**src/design/rtfd_pkg.sv**
```systemverilog
package rtfd_pkg;

    localparam int unsigned FRAME_LEN  = 8;
    localparam int unsigned FILL_W     = 4;
    localparam int unsigned DEC_W      = 27;
    localparam int unsigned DEC_HI_W   = 14;   // holds up to four decimal digits

    localparam logic [7:0] HEADER_BYTE = 8'hDD;
    localparam logic [7:0] TAIL_BYTE   = 8'h55;
    localparam logic [3:0] DIGIT_MAX   = 4'd9;

    // frame queue between front and back
    localparam int unsigned QDEPTH = 2;
    localparam int unsigned QPTR_W = 1;
    localparam int unsigned QCNT_W = 2;

    typedef struct packed {
        logic [31:0] tag_id;
        logic [7:0]  status;
        logic        chk_err;
    } frame_t;

endpackage

```
**src/design/rtfd_front.sv**
```systemverilog
module rtfd_front (
    input  logic            aclk,
    input  logic            aresetn,
    input  logic            s_valid,
    output logic            s_ready,
    input  logic [7:0]      s_rx_byte,
    input  logic            s_chunk_end,
    input  logic            q_full,
    output logic            q_push,
    output rtfd_pkg::frame_t q_wdata
);
    import rtfd_pkg::*;

    logic [63:0]       window_reg, window_next;
    logic [FILL_W-1:0] fill_reg, fill_next;
    logic [63:0]       shifted;
    logic [FILL_W-1:0] fill_inc;
    logic              accept;
    logic              match;
    logic [7:0]        xsum;

    assign s_ready = !q_full;
    assign accept  = s_valid && s_ready;

    always_comb begin
        shifted  = {window_reg[55:0], s_rx_byte};
        fill_inc = (fill_reg >= FILL_W'(FRAME_LEN)) ? FILL_W'(FRAME_LEN)
                                                    : fill_reg + FILL_W'(1);
        match    = (fill_inc == FILL_W'(FRAME_LEN)) &&
                   (shifted[63:56] == HEADER_BYTE) && (shifted[7:0] == TAIL_BYTE);
        xsum     = shifted[63:56] ^ shifted[55:48] ^ shifted[47:40] ^
                   shifted[39:32] ^ shifted[31:24] ^ shifted[23:16];

        q_wdata.tag_id  = shifted[55:24];
        q_wdata.status  = shifted[23:16];
        q_wdata.chk_err = (xsum != shifted[15:8]);
        q_push          = accept && match;

        window_next = window_reg;
        fill_next   = fill_reg;
        if (accept) begin
            if (match || s_chunk_end) begin
                window_next = '0;
                fill_next   = '0;
            end else begin
                window_next = shifted;
                fill_next   = fill_inc;
            end
        end
    end

    always_ff @(posedge aclk) begin
        if (!aresetn) begin
            window_reg <= '0;
            fill_reg   <= '0;
        end else begin
            window_reg <= window_next;
            fill_reg   <= fill_next;
        end
    end

endmodule

```
**src/design/rtfd_queue.sv**
```systemverilog
module rtfd_queue (
    input  logic             aclk,
    input  logic             aresetn,
    input  logic             push,
    input  rtfd_pkg::frame_t wdata,
    output logic             full,
    input  logic             pop,
    output logic             rvalid,
    output rtfd_pkg::frame_t rdata
);
    import rtfd_pkg::*;

    frame_t            mem [QDEPTH];
    logic [QPTR_W-1:0] wr_ptr_reg, rd_ptr_reg;
    logic [QCNT_W-1:0] cnt_reg, cnt_next;
    logic              do_push, do_pop;

    assign full    = (cnt_reg == QCNT_W'(QDEPTH));
    assign rvalid  = (cnt_reg != '0);
    assign rdata   = mem[rd_ptr_reg];
    assign do_push = push && !full;
    assign do_pop  = pop && rvalid;

    always_comb begin
        cnt_next = cnt_reg;
        if (do_push && !do_pop) begin
            cnt_next = cnt_reg + QCNT_W'(1);
        end else if (do_pop && !do_push) begin
            cnt_next = cnt_reg - QCNT_W'(1);
        end
    end

    always_ff @(posedge aclk) begin
        if (do_push) begin
            mem[wr_ptr_reg] <= wdata;
        end
    end

    always_ff @(posedge aclk) begin
        if (!aresetn) begin
            wr_ptr_reg <= '0;
            rd_ptr_reg <= '0;
            cnt_reg    <= '0;
        end else begin
            cnt_reg <= cnt_next;
            if (do_push) begin
                wr_ptr_reg <= wr_ptr_reg + QPTR_W'(1);
            end
            if (do_pop) begin
                rd_ptr_reg <= rd_ptr_reg + QPTR_W'(1);
            end
        end
    end

endmodule

```
**src/design/rtfd_back.sv**
```systemverilog
module rtfd_back (
    input  logic             aclk,
    input  logic             aresetn,
    input  logic             q_valid,
    input  rtfd_pkg::frame_t q_rdata,
    output logic             q_pop,
    output logic             m_valid,
    input  logic             m_ready,
    output logic [31:0]      m_tag_id_raw,
    output logic [26:0]      m_tag_id_decimal,
    output logic             m_checksum_error,
    output logic             m_alarm_flag,
    output logic [2:0]       m_filter_level,
    output logic [2:0]       m_field_strength,
    output logic             m_low_battery
);
    import rtfd_pkg::*;

    // stage 1: upper four nibbles
    logic                s1_valid_reg;
    frame_t              s1_frame_reg;
    logic [DEC_HI_W-1:0] s1_acc_reg, s1_acc_next;
    logic                s1_stop_reg, s1_stop_next;

    // output stage
    logic                m_valid_reg;
    frame_t              m_frame_reg;
    logic [DEC_W-1:0]    m_dec_reg, m_dec_next;

    logic                out_en, s1_en;

    assign out_en = !m_valid_reg || m_ready;
    assign s1_en  = !s1_valid_reg || out_en;
    assign q_pop  = s1_en;

    always_comb begin
        logic [3:0] nib;
        nib          = '0;
        s1_acc_next  = '0;
        s1_stop_next = 1'b0;
        for (int k = 0; k < 4; k++) begin
            nib = q_rdata.tag_id[31 - 4*k -: 4];
            if (!s1_stop_next && (nib <= DIGIT_MAX)) begin
                s1_acc_next = DEC_HI_W'((s1_acc_next << 3) + (s1_acc_next << 1)
                                        + {{(DEC_HI_W-4){1'b0}}, nib});
            end else begin
                s1_stop_next = 1'b1;
            end
        end
    end

    always_comb begin
        logic [3:0] nib;
        logic       stop;
        nib        = '0;
        stop       = s1_stop_reg;
        m_dec_next = {{(DEC_W-DEC_HI_W){1'b0}}, s1_acc_reg};
        for (int k = 0; k < 4; k++) begin
            nib = s1_frame_reg.tag_id[15 - 4*k -: 4];
            if (!stop && (nib <= DIGIT_MAX)) begin
                m_dec_next = DEC_W'((m_dec_next << 3) + (m_dec_next << 1)
                                    + {{(DEC_W-4){1'b0}}, nib});
            end else begin
                stop = 1'b1;
            end
        end
    end

    always_ff @(posedge aclk) begin
        if (s1_en && q_valid) begin
            s1_frame_reg <= q_rdata;
            s1_acc_reg   <= s1_acc_next;
            s1_stop_reg  <= s1_stop_next;
        end
        if (out_en && s1_valid_reg) begin
            m_frame_reg <= s1_frame_reg;
            m_dec_reg   <= m_dec_next;
        end
    end

    always_ff @(posedge aclk) begin
        if (!aresetn) begin
            s1_valid_reg <= 1'b0;
            m_valid_reg  <= 1'b0;
        end else begin
            if (s1_en) begin
                s1_valid_reg <= q_valid;
            end
            if (out_en) begin
                m_valid_reg <= s1_valid_reg;
            end
        end
    end

    assign m_valid          = m_valid_reg;
    assign m_tag_id_raw     = m_frame_reg.tag_id;
    assign m_tag_id_decimal = m_dec_reg;
    assign m_checksum_error = m_frame_reg.chk_err;
    assign m_alarm_flag     = m_frame_reg.status[7];
    assign m_filter_level   = m_frame_reg.status[6:4];
    assign m_field_strength = m_frame_reg.status[3:1];
    assign m_low_battery    = !m_frame_reg.status[0];

endmodule

```
**src/design/rfid_tag_frame_deframer_unit.sv**
```systemverilog
// RFID tag frame deframer. Takes one received serial byte per transaction on
// the s_ channel and slides it into an 8-byte window. When the window is full,
// its oldest byte is the 0xDD header and its newest the 0x55 tail, one result
// transaction goes out on the m_ channel and the window empties; s_chunk_end
// also empties the window once its byte has been handled. Frame layout, oldest
// first: header, tag ID (4 bytes, MSB first), status, check byte, tail. The
// result carries the raw ID, the ID's nibbles read as decimal digits (stopping
// before the first nibble above 9), a checksum error flag (XOR of the first six
// bytes against the check byte; the result is still sent on a mismatch) and
// the decoded status bits. Rate: one byte per cycle, sustained while s_ready
// is high. A result reaches m_valid through these registers in turn: the
// accepting edge writes the frame into the two-entry frame queue, then two
// register stages carry the decimal conversion, four nibbles per stage.
// s_ready drops only while the frame queue is full, which takes a stalled
// m_ready over several frames.
module rfid_tag_frame_deframer_unit (
    input  logic        aclk,
    input  logic        aresetn,
    // byte stream in
    input  logic        s_valid,
    output logic        s_ready,
    input  logic [7:0]  s_rx_byte,
    input  logic        s_chunk_end,
    // decoded frames out
    output logic        m_valid,
    input  logic        m_ready,
    output logic [31:0] m_tag_id_raw,
    output logic [26:0] m_tag_id_decimal,
    output logic        m_checksum_error,
    output logic        m_alarm_flag,
    output logic [2:0]  m_filter_level,
    output logic [2:0]  m_field_strength,
    output logic        m_low_battery
);
    import rtfd_pkg::*;

    // front -> queue
    logic   q_push;
    logic   q_full;
    frame_t q_wdata;
    // queue -> back
    logic   q_valid;
    logic   q_pop;
    frame_t q_rdata;

    // Front: window, frame match and checksum
    rtfd_front u_front (
        .aclk        (aclk),
        .aresetn     (aresetn),
        .s_valid     (s_valid),
        .s_ready     (s_ready),
        .s_rx_byte   (s_rx_byte),
        .s_chunk_end (s_chunk_end),
        .q_full      (q_full),
        .q_push      (q_push),
        .q_wdata     (q_wdata)
    );

    // Decouples byte intake from result back-pressure
    rtfd_queue u_queue (
        .aclk    (aclk),
        .aresetn (aresetn),
        .push    (q_push),
        .wdata   (q_wdata),
        .full    (q_full),
        .pop     (q_pop),
        .rvalid  (q_valid),
        .rdata   (q_rdata)
    );

    // Back: hex-nibble to decimal conversion and output register
    rtfd_back u_back (
        .aclk             (aclk),
        .aresetn          (aresetn),
        .q_valid          (q_valid),
        .q_rdata          (q_rdata),
        .q_pop            (q_pop),
        .m_valid          (m_valid),
        .m_ready          (m_ready),
        .m_tag_id_raw     (m_tag_id_raw),
        .m_tag_id_decimal (m_tag_id_decimal),
        .m_checksum_error (m_checksum_error),
        .m_alarm_flag     (m_alarm_flag),
        .m_filter_level   (m_filter_level),
        .m_field_strength (m_field_strength),
        .m_low_battery    (m_low_battery)
    );

endmodule
```
**config.mk**
```make
export PLATFORM = sky130hd
export DESIGN_NAME = rfid_tag_frame_deframer_unit
export DESIGN_NICKNAME = d
export VERILOG_FILES = /design/src/design/rtfd_pkg.sv /design/src/design/rtfd_front.sv /design/src/design/rtfd_queue.sv /design/src/design/rtfd_back.sv /design/src/design/rfid_tag_frame_deframer_unit.sv
export SDC_FILE = /design/constraint.sdc
export NUM_CORES = 1
export LEC_CHECK = 0
export ABC_AREA = 0
export ABC_CLOCK_PERIOD_IN_PS = 11140
export BUFFER_PORTS_ARGS = -buffer_cell sky130_fd_sc_hd__buf_2
export CORE_ASPECT_RATIO = 0.6
export CORE_MARGIN = 2
export CORE_UTILIZATION = 50
export DETAILED_ROUTE_END_ITERATION = 12
export PLACE_DENSITY = 0.67
export SYNTH_ARGS = -nofsm -noshare
export SYNTH_HDL_FRONTEND = slang
export SYNTH_SLANG_ARGS = --single-unit
```
**constraint.sdc**
```tcl
create_clock -name aclk -period 11.14 [get_ports aclk]
set_input_delay 2.785 -clock aclk [delete_from_list [all_inputs] [get_ports aclk]]
set_output_delay 2.785 -clock aclk [all_outputs]
set_load 0.02 [all_outputs]
```
==> reports/metrics.csv, run 1 <==
metric,value,unit
core area,0.0351,mm^2
Tot GR Track Use,0.218,
CTS tree,yes,
die width,248,um
Synth Flop Type,edfxtp_1,
DR WL/cell,17.9,um
CTS buffer count,26,
final wirelength,40200,um
post-CTS sizing,0,
CP endpoint kind,register,
final worst setup slack,1340,ps
Syn. warnings,0,
fin nets,1971,
max reg flops,82,
min cycle time layout,9800,ps
Clk Tree Root Cell,clkbuf_16,
power density over cell area,104,mW/mm^2
setup bufs post-CTS,0,
final period utilization,0.880,
initial core utilization,0.508,
top post-synthesis cells by area,"edfxtp_1 (35%), ha_1 (13%), dfxtp_1 (7.5%)",
VDD IR max,104,uV
Pleak,7.77,nW
die area,0.0372,mm^2
IO buf count,82,
final number of max-transition violations,0,
number of global-route vias before repair,11800,
Vias per Instance,5.66,
Final Skew,34.1,ps
"EDFF count, synth",206,
cell mode on critical path,ha_1,
sw power,0.000411,W
Fmax,0.102,GHz
largest net degree at the start of global routing,68,
GRT overflow,0,
worst rel slew slack,0.212,
initial DRC count,1089,
Ports,83,
Netlist Area Pre-Place,0.0178,mm^2
clock buffer depth,3,
row count,53,
CP peak stage delay,500,ps
WP data arrival,10130,ps
sw frac,0.204,
critical-path maximum fanout,7,
Flop pwr share,0.537,
Comb pwr share,0.015,
first-pass GRT wire length,64300,um
via count,12700,
GPL Wtd Cong,0.945,
setup tns final,0,ps
Hold Buf Count CTS,0,
"Seq/Total Area, Yosys",0.422,
H-tree lvl count,1,
Gate Count Post-Synth,1729,
Synth async-reset ratio,0,
Worst-Skew Late Latency,570,ps
ratio of cells with drive above 1 in the final layout,0.131,
number of synthesized register bits,273,
DPL Wire Length,29500,um
Sink Count,273,
element type at the critical path start,register,
"CTS clk-pin slew, worst paths",70,ps
internal power,0.00161,W
status,"finished, final reports clean",
Setup CP Type,register to register,
"antenna viol nets, final",0,
dpl ws,1470,ps
Worst path slowest cell,a311oi_1,
Area growth syn-to-layout,8.59,%
RSZ-0062 raised after global routing,no,
Synth cell types,83,
antenna violations before repair,0,
"area leader, netlist",edfxtp_1,
Mean Syn Cell Area,10.3,um^2
diodes inserted,0,
Setup-failing EPs final,0,
top cell type's share of synthesized area,0.347,
Die H,150,um
Worst-Margin Slew,1180,ps
clock network power share,0.449,
maxcap violations,0,
top-count cell post-synth,edfxtp_1,
CP Data Required Time,11470,ps
total iterations of the first detailed-routing run,6,
DRC errors left,0,
final hold vios,0,
Post-synth top cells,"edfxtp_1 (206), ha_1 (181), nand2_1 (149)",
Hold Path Class,register to register,
[layer usage]
layer  part of all wire  track usage  vias to the layer above  routed length, um
met3              0.068       0.0374                       34               2760
met5                  0            0                        -                  0
li1                   -            -                     6303                  -
met2               0.38        0.291                      355              15400
met1               0.54        0.365                     6054              21600
met4              0.012       0.0320                        0                470
[power groups by stage]
stage	sequential (W)	combinational (W)	clock, W
floorplan	0.00110	0.0000221	0
global placement	0.00111	0.0000299	0
detailed placement	0.00111	0.0000300	0
CTS	0.00108	0.0000301	0.000928
global route	0.00108	0.0000337	0.000964
finish	0.00108	0.0000302	0.000906
[cells by family after synthesis]
| family | share of synthesized area |
|---|---|
| flops | 0.422 |
| buf+inv | 0.0443 |
| compound gates | 0.143 |
| other cells | 0.000210 |
| xor+xnor | 0.0715 |
| mux | 0.0448 |
| simple gates | 0.132 |
| fa+ha+maj | 0.143 |
[path summary, 6_finish.rpt]
check	startpoint	end	slack [ps]	depth (start not counted)
max	u_back.s1_acc_reg[0]	u_back.m_tag_id_decimal[26]	1340	40
max reg2reg	u_back.s1_acc_reg[0]	u_back.m_tag_id_decimal[26]	1340	40
min reg2reg	u_back.s1_frame_reg[1]	u_back.m_frame_reg[1]	420	0
min	u_back.s1_frame_reg[1]	u_back.m_frame_reg[1]	420	0
[cells in the final DEF, fill, tap and decap left out, types with 66 or more instances in the layout]
| cell | instances |
|---|---|
| nand2_1 | 148 |
| dfxtp_1 | 66 |
| o21ai_0 | 73 |
| nand3_1 | 79 |
| ha_1 | 181 |
| a21oi_1 | 91 |
| edfxtp_1 | 206 |
| nor2_1 | 117 |
| inv_1 | 78 |
| buf_2 | 82 |
| xnor2_1 | 100 |
[layout make-up]
cell class,instances,area (um^2)
clock inverters,13,151
multi-input cells,1287,9560
flip-flops and latches,273,7530
fillers,2988,15700
repair buffers,95,508
inverters,80,300
well taps,467,584
clock buffers,35,736
[metrics by stage]
| stage | instance area (um^2) | utilization | hold WS, ps | std cells | total power (W) |
|---|---|---|---|---|---|
| 2_1_floorplan | 17800 | - | 400 | 1732 | 0.00113 |
| 3_3_place_gp | 18500 | 0.527 | 401 | 2202 | 0.00114 |
| 3_5_place_dp | 18500 | 0.527 | 405 | 2202 | 0.00114 |
| 4_1_cts | 19400 | 0.552 | 420 | 2250 | 0.00204 |
| 5_1_grt | 19400 | 0.552 | 427 | 2250 | 0.00208 |
| 6_report | 19400 | 0.552 | 419 | 2250 | 0.00202 |
[worst max-delay path: cells and delay by family, from the launching register on]
family,cells,cell delay [ps]
fa+ha+maj,8,2730
buf+inv,2,200
simple gates,9,1450
flops,1,430
xor+xnor,4,830
compound gates,17,3910
(Power assumes the default switching activity.)
==> run 2, diff against run 1 <==
Settings changed: MAX_ROUTING_LAYER from default to met4.
==> reports/metrics.csv, run 2 (synthesis results as in run 1) <==
metric,value,unit
status,"finished, final reports clean",
Final Skew,37.7,ps
Setup-failing EPs final,0,
met2 WL post-DR,15500,um
VDD IR max,134,uV
total iterations of the first detailed-routing run,5,
FF-to-FF End,u_back.m_tag_id_decimal[26],
Hold Path Class,register to register,
wl on met1,21900,um
sw frac,0.201,
CP Data Required Time,11470,ps
Setup CP Type,register to register,
initial DRC count,1289,
CP endpoint kind,register,
clock network power share,0.468,
initial core utilization,0.508,
critical-path maximum fanout,7,
RSZ-0062 raised after global routing,no,
DR WL/cell,18.1,um
final number of max-transition violations,0,
ratio of cells with drive above 1 in the final layout,0.133,
Clk Tree Root Cell,clkbuf_16,
die width,248,um
Worst-Margin Slew,1170,ps
Hold Buf Count CTS,0,
Ports,83,
DPL Wire Length,30100,um
worst reg2reg setup slack,1350,ps
design area,0.0195,mm^2
CTS tree,yes,
"CTS clk-pin slew, worst paths",70,ps
hold path cells,0,
Pleak,7.81,nW
final period utilization,0.879,
cell mode on critical path,ha_1,
Worst-Skew Late Latency,570,ps
clock buffer depth,3,
most frequent cells in the layout,"edfxtp_1 (206), ha_1 (181), nand2_1 (148)",
via count,12900,
CP peak stage delay,500,ps
fin nets,1972,
internal power,0.00167,W
core area,0.0351,mm^2
H-tree lvl count,1,
Die H,150,um
number of global-route vias before repair,11900,
Fmax,0.102,GHz
RR Startpoint,u_back.s1_acc_reg[0],
"most common cell after layout, fill and taps aside",edfxtp_1,
Worst path slowest cell,nor4b_1,
IO buf count,82,
row count,53,
DRC errors left,0,
Comb pwr share,0.015,
r2r worst-path depth,39,
first-pass GRT wire length,65100,um
post-CTS sizing,0,
WHS Endpoint,u_back.m_frame_reg[1],
min cycle time layout,9790,ps
GPL Wtd Cong,0.955,
WP data arrival,10120,ps
Top Metal Used,met4,
GRT overflow,0,
CP startpoint,u_back.s1_acc_reg[0],
largest net degree at the start of global routing,68,
Vias per Instance,5.71,
die area,0.0372,mm^2
Sink Count,273,
Tot GR Track Use,0.227,
sw power,0.000421,W
Area growth syn-to-layout,9.14,%
worst rel slew slack,0.214,
final hold vios,0,
element type at the critical path start,register,
"antenna viol nets, final",0,
diodes inserted,0,
antenna violations before repair,0,
CTS buffer count,26,
maxcap violations,0,
max reg flops,82,
final wirelength,40800,um
Post-DP Area,0.0185,mm^2
power density over cell area,108,mW/mm^2
total power,0.00209,W
Flop pwr share,0.517,
setup tns final,0,ps
Hold Path Origin,u_back.s1_frame_reg[1],
met3 WL,2900,um
setup bufs post-CTS,0,
[run 2: worst max path at each step]
stage | end | slack, ps
6_report | u_back.m_tag_id_decimal[26] | 1350
4_1_cts | u_back.m_tag_id_decimal[26] | 1530
2_1_floorplan | u_back.m_tag_id_decimal[26] | 2660
3_5_place_dp | u_back.m_tag_id_decimal[26] | 1520
5_1_grt | u_back.m_tag_id_decimal[23] | 570
3_3_place_gp | u_back.m_tag_id_decimal[26] | 1910
[run 2: power groups by stage]
stage,registers (W),clock network (W),logic [W]
after floorplan,0.00110,0,0.0000221
after global placement,0.00111,0,0.0000299
after detailed placement,0.00111,0,0.0000303
after CTS,0.00108,0.00100,0.0000303
after global routing,0.00108,0.00104,0.0000336
final,0.00108,0.000980,0.0000304
[run 2: stage by stage]
step           std cells  utilization  hold slack (ps)  setup slack, ps
6_report            2251        0.555              417             1350
5_1_grt             2251        0.555              426              573
4_1_cts             2251        0.555              420             1530
3_5_place_dp        2203        0.527              405             1520
3_3_place_gp        2203        0.527              402             1910
2_1_floorplan       1732            -              400             2660
[run 2: cell type report]
cell class	instances	area (um^2)
tap	467	584
sequential	273	7530
multi-input combinational	1287	9560
inverter	80	300
clock inverter	17	224
timing repair buffer	96	515
clock buffer	31	753
fill	2990	15600
[run 2: layer usage]
metal  up-vias  track usage
met3        34       0.0355
li1       6294            -
met2       416        0.294
met5         -            -
met1      6119        0.371
met4         0       0.0317
[run 2: critical path: cells and delay by family, from the launching register on]
family / cells / cell delay, ps
buffers and inverters: 2 / 190
AND/OR/NAND/NOR: 8 / 1410
adder cells (fa/ha/maj): 8 / 2730
flip-flops: 1 / 430
XOR/XNOR: 4 / 840
AO/OA/AOI/OAI: 17 / 3950
==> run 3, diff against run 2 <==
Settings changed: ABC_CLOCK_PERIOD_IN_PS 11140 to 11300.
Clock period 11.14 ns to 11.3 ns, I/O delays scaled along.
==> reports/metrics.csv, run 3 (synthesis results as in run 1) <==
metric,value,unit
dpl ws,1670,ps
row count,53,
final hold vios,0,
Ports,83,
number of global-route vias before repair,12000,
Hold Buf Count CTS,0,
Pleak,7.73,nW
Tot GR Track Use,0.228,
via count,12900,
largest net degree at the start of global routing,68,
DPL Wire Length,30000,um
diodes inserted,0,
Worst-Margin Slew,1200,ps
Worst-Skew Late Latency,570,ps
DRC errors left,0,
post-CTS sizing,0,
Setup-failing EPs final,0,
VDD IR max,136,uV
CP endpoint kind,register,
total iterations of the first detailed-routing run,5,
hold slack,418,ps
worst reg2reg setup slack,1560,ps
Hold Path Origin,u_back.s1_frame_reg[29],
Clk Tree Root Cell,clkbuf_16,
CTS buffer count,26,
GRT overflow,0,
critical-path maximum fanout,7,
clock buffer depth,3,
setup bufs post-CTS,0,
IO buf count,82,
Die H,150,um
fillers,3018,
total power,0.00194,W
maxcap violations,0,
final number of max-transition violations,0,
max reg flops,82,
Sink Count,273,
die area,0.0372,mm^2
Cells after DPL,2202,
initial core utilization,0.508,
ratio of cells with drive above 1 in the final layout,0.127,
r2r worst-path depth,40,
Fmax,0.103,GHz
worst rel slew slack,0.197,
most frequent cells in the layout,"edfxtp_1 (206), ha_1 (181), nand2_1 (148)",
Setup CP Type,register to register,
Non-Filler Instances,2250,
Vias per Instance,5.72,
initial DRC count,1194,
setup tns final,0,ps
final wirelength,40800,um
element type at the critical path start,register,
core area,0.0351,mm^2
Hold Path Class,register to register,
power density over cell area,101,mW/mm^2
die width,248,um
CP peak stage delay,440,ps
"CTS clk-pin slew, worst paths",70,ps
Final Skew,39.2,ps
CTS tree,yes,
cell mode on critical path,ha_1,
antenna violations before repair,0,
final period utilization,0.862,
min cycle time layout,9740,ps
Area growth syn-to-layout,8.22,%
fin nets,1971,
DR WL/cell,18.1,um
CP Data Required Time,11630,ps
final worst setup slack,1560,ps
WHS Endpoint,u_back.m_tag_id_raw[20],
hold path cells,0,
Worst path slowest cell,edfxtp_1,
WP data arrival,10070,ps
RR Startpoint,u_back.s1_acc_reg[0],
"antenna viol nets, final",0,
CP startpoint,u_back.s1_acc_reg[0],
FF-to-FF End,u_back.m_tag_id_decimal[26],
"most common cell after layout, fill and taps aside",edfxtp_1,
GPL Wtd Cong,0.959,
status,"finished, final reports clean",
first-pass GRT wire length,65300,um
H-tree lvl count,1,
RSZ-0062 raised after global routing,no,
run 3: worst max-delay path by stage:
stage / cells past startpoint / slack [ps] / end
floorplan: 39 / 2820 / u_back.m_tag_id_decimal[26]
global placement: 40 / 2070 / u_back.m_tag_id_decimal[26]
detailed placement: 40 / 1670 / u_back.m_tag_id_decimal[26]
CTS: 40 / 1690 / u_back.m_tag_id_decimal[26]
global route: 38 / 870 / u_back.m_tag_id_decimal[23]
finish: 40 / 1560 / u_back.m_tag_id_decimal[26]
run 3: final cells by class:
class | instances | area, um^2 | share of cell area
Multi-Input combinational cell | 1287 | 9560 | 0.495
Sequential cell | 273 | 7530 | 0.390
Clock buffer | 41 | 758 | 0.0393
Tap cell | 467 | 584 | 0.0303
Timing Repair Buffer | 95 | 508 | 0.0263
Inverter | 80 | 300 | 0.0156
Clock inverter | 7 | 62.6 | 0.00324
run 3: per-stage QoR:
step / cell area [um^2] / utilization
2_1_floorplan: 17800 / -
3_3_place_gp: 18500 / 0.527
3_5_place_dp: 18500 / 0.527
4_1_cts: 19300 / 0.550
5_1_grt: 19300 / 0.550
6_report: 19300 / 0.550
run 3: metal layers:
| layer | part of all wire | track usage |
|---|---|---|
| met4 | 0.014 | 0.0380 |
| met2 | 0.38 | 0.290 |
| met3 | 0.065 | 0.0362 |
| met5 | 0 | - |
| met1 | 0.54 | 0.373 |
run 3: critical path, delay by kind of cell, from the launching register on:
family | cells | cell delay, ps
DFF | 1 | 440
xor gates and xnor gates | 4 | 870
adders and majority gates | 8 | 2730
and+or+nand+nor | 9 | 1440
AOI/OAI and AO/OA | 17 | 3840
buffers and inverters | 2 | 190
run 3: where the power goes:
group	switching (W)	leakage [nW]	total, W	internal (W)
Combinational	0.0000197	5.06	0.0000301	0.0000104
Clock	0.000380	0.398	0.000844	0.000464
Sequential	0.00000207	2.27	0.00107	0.00107
Total	0.000402	7.73	0.00194	0.00154
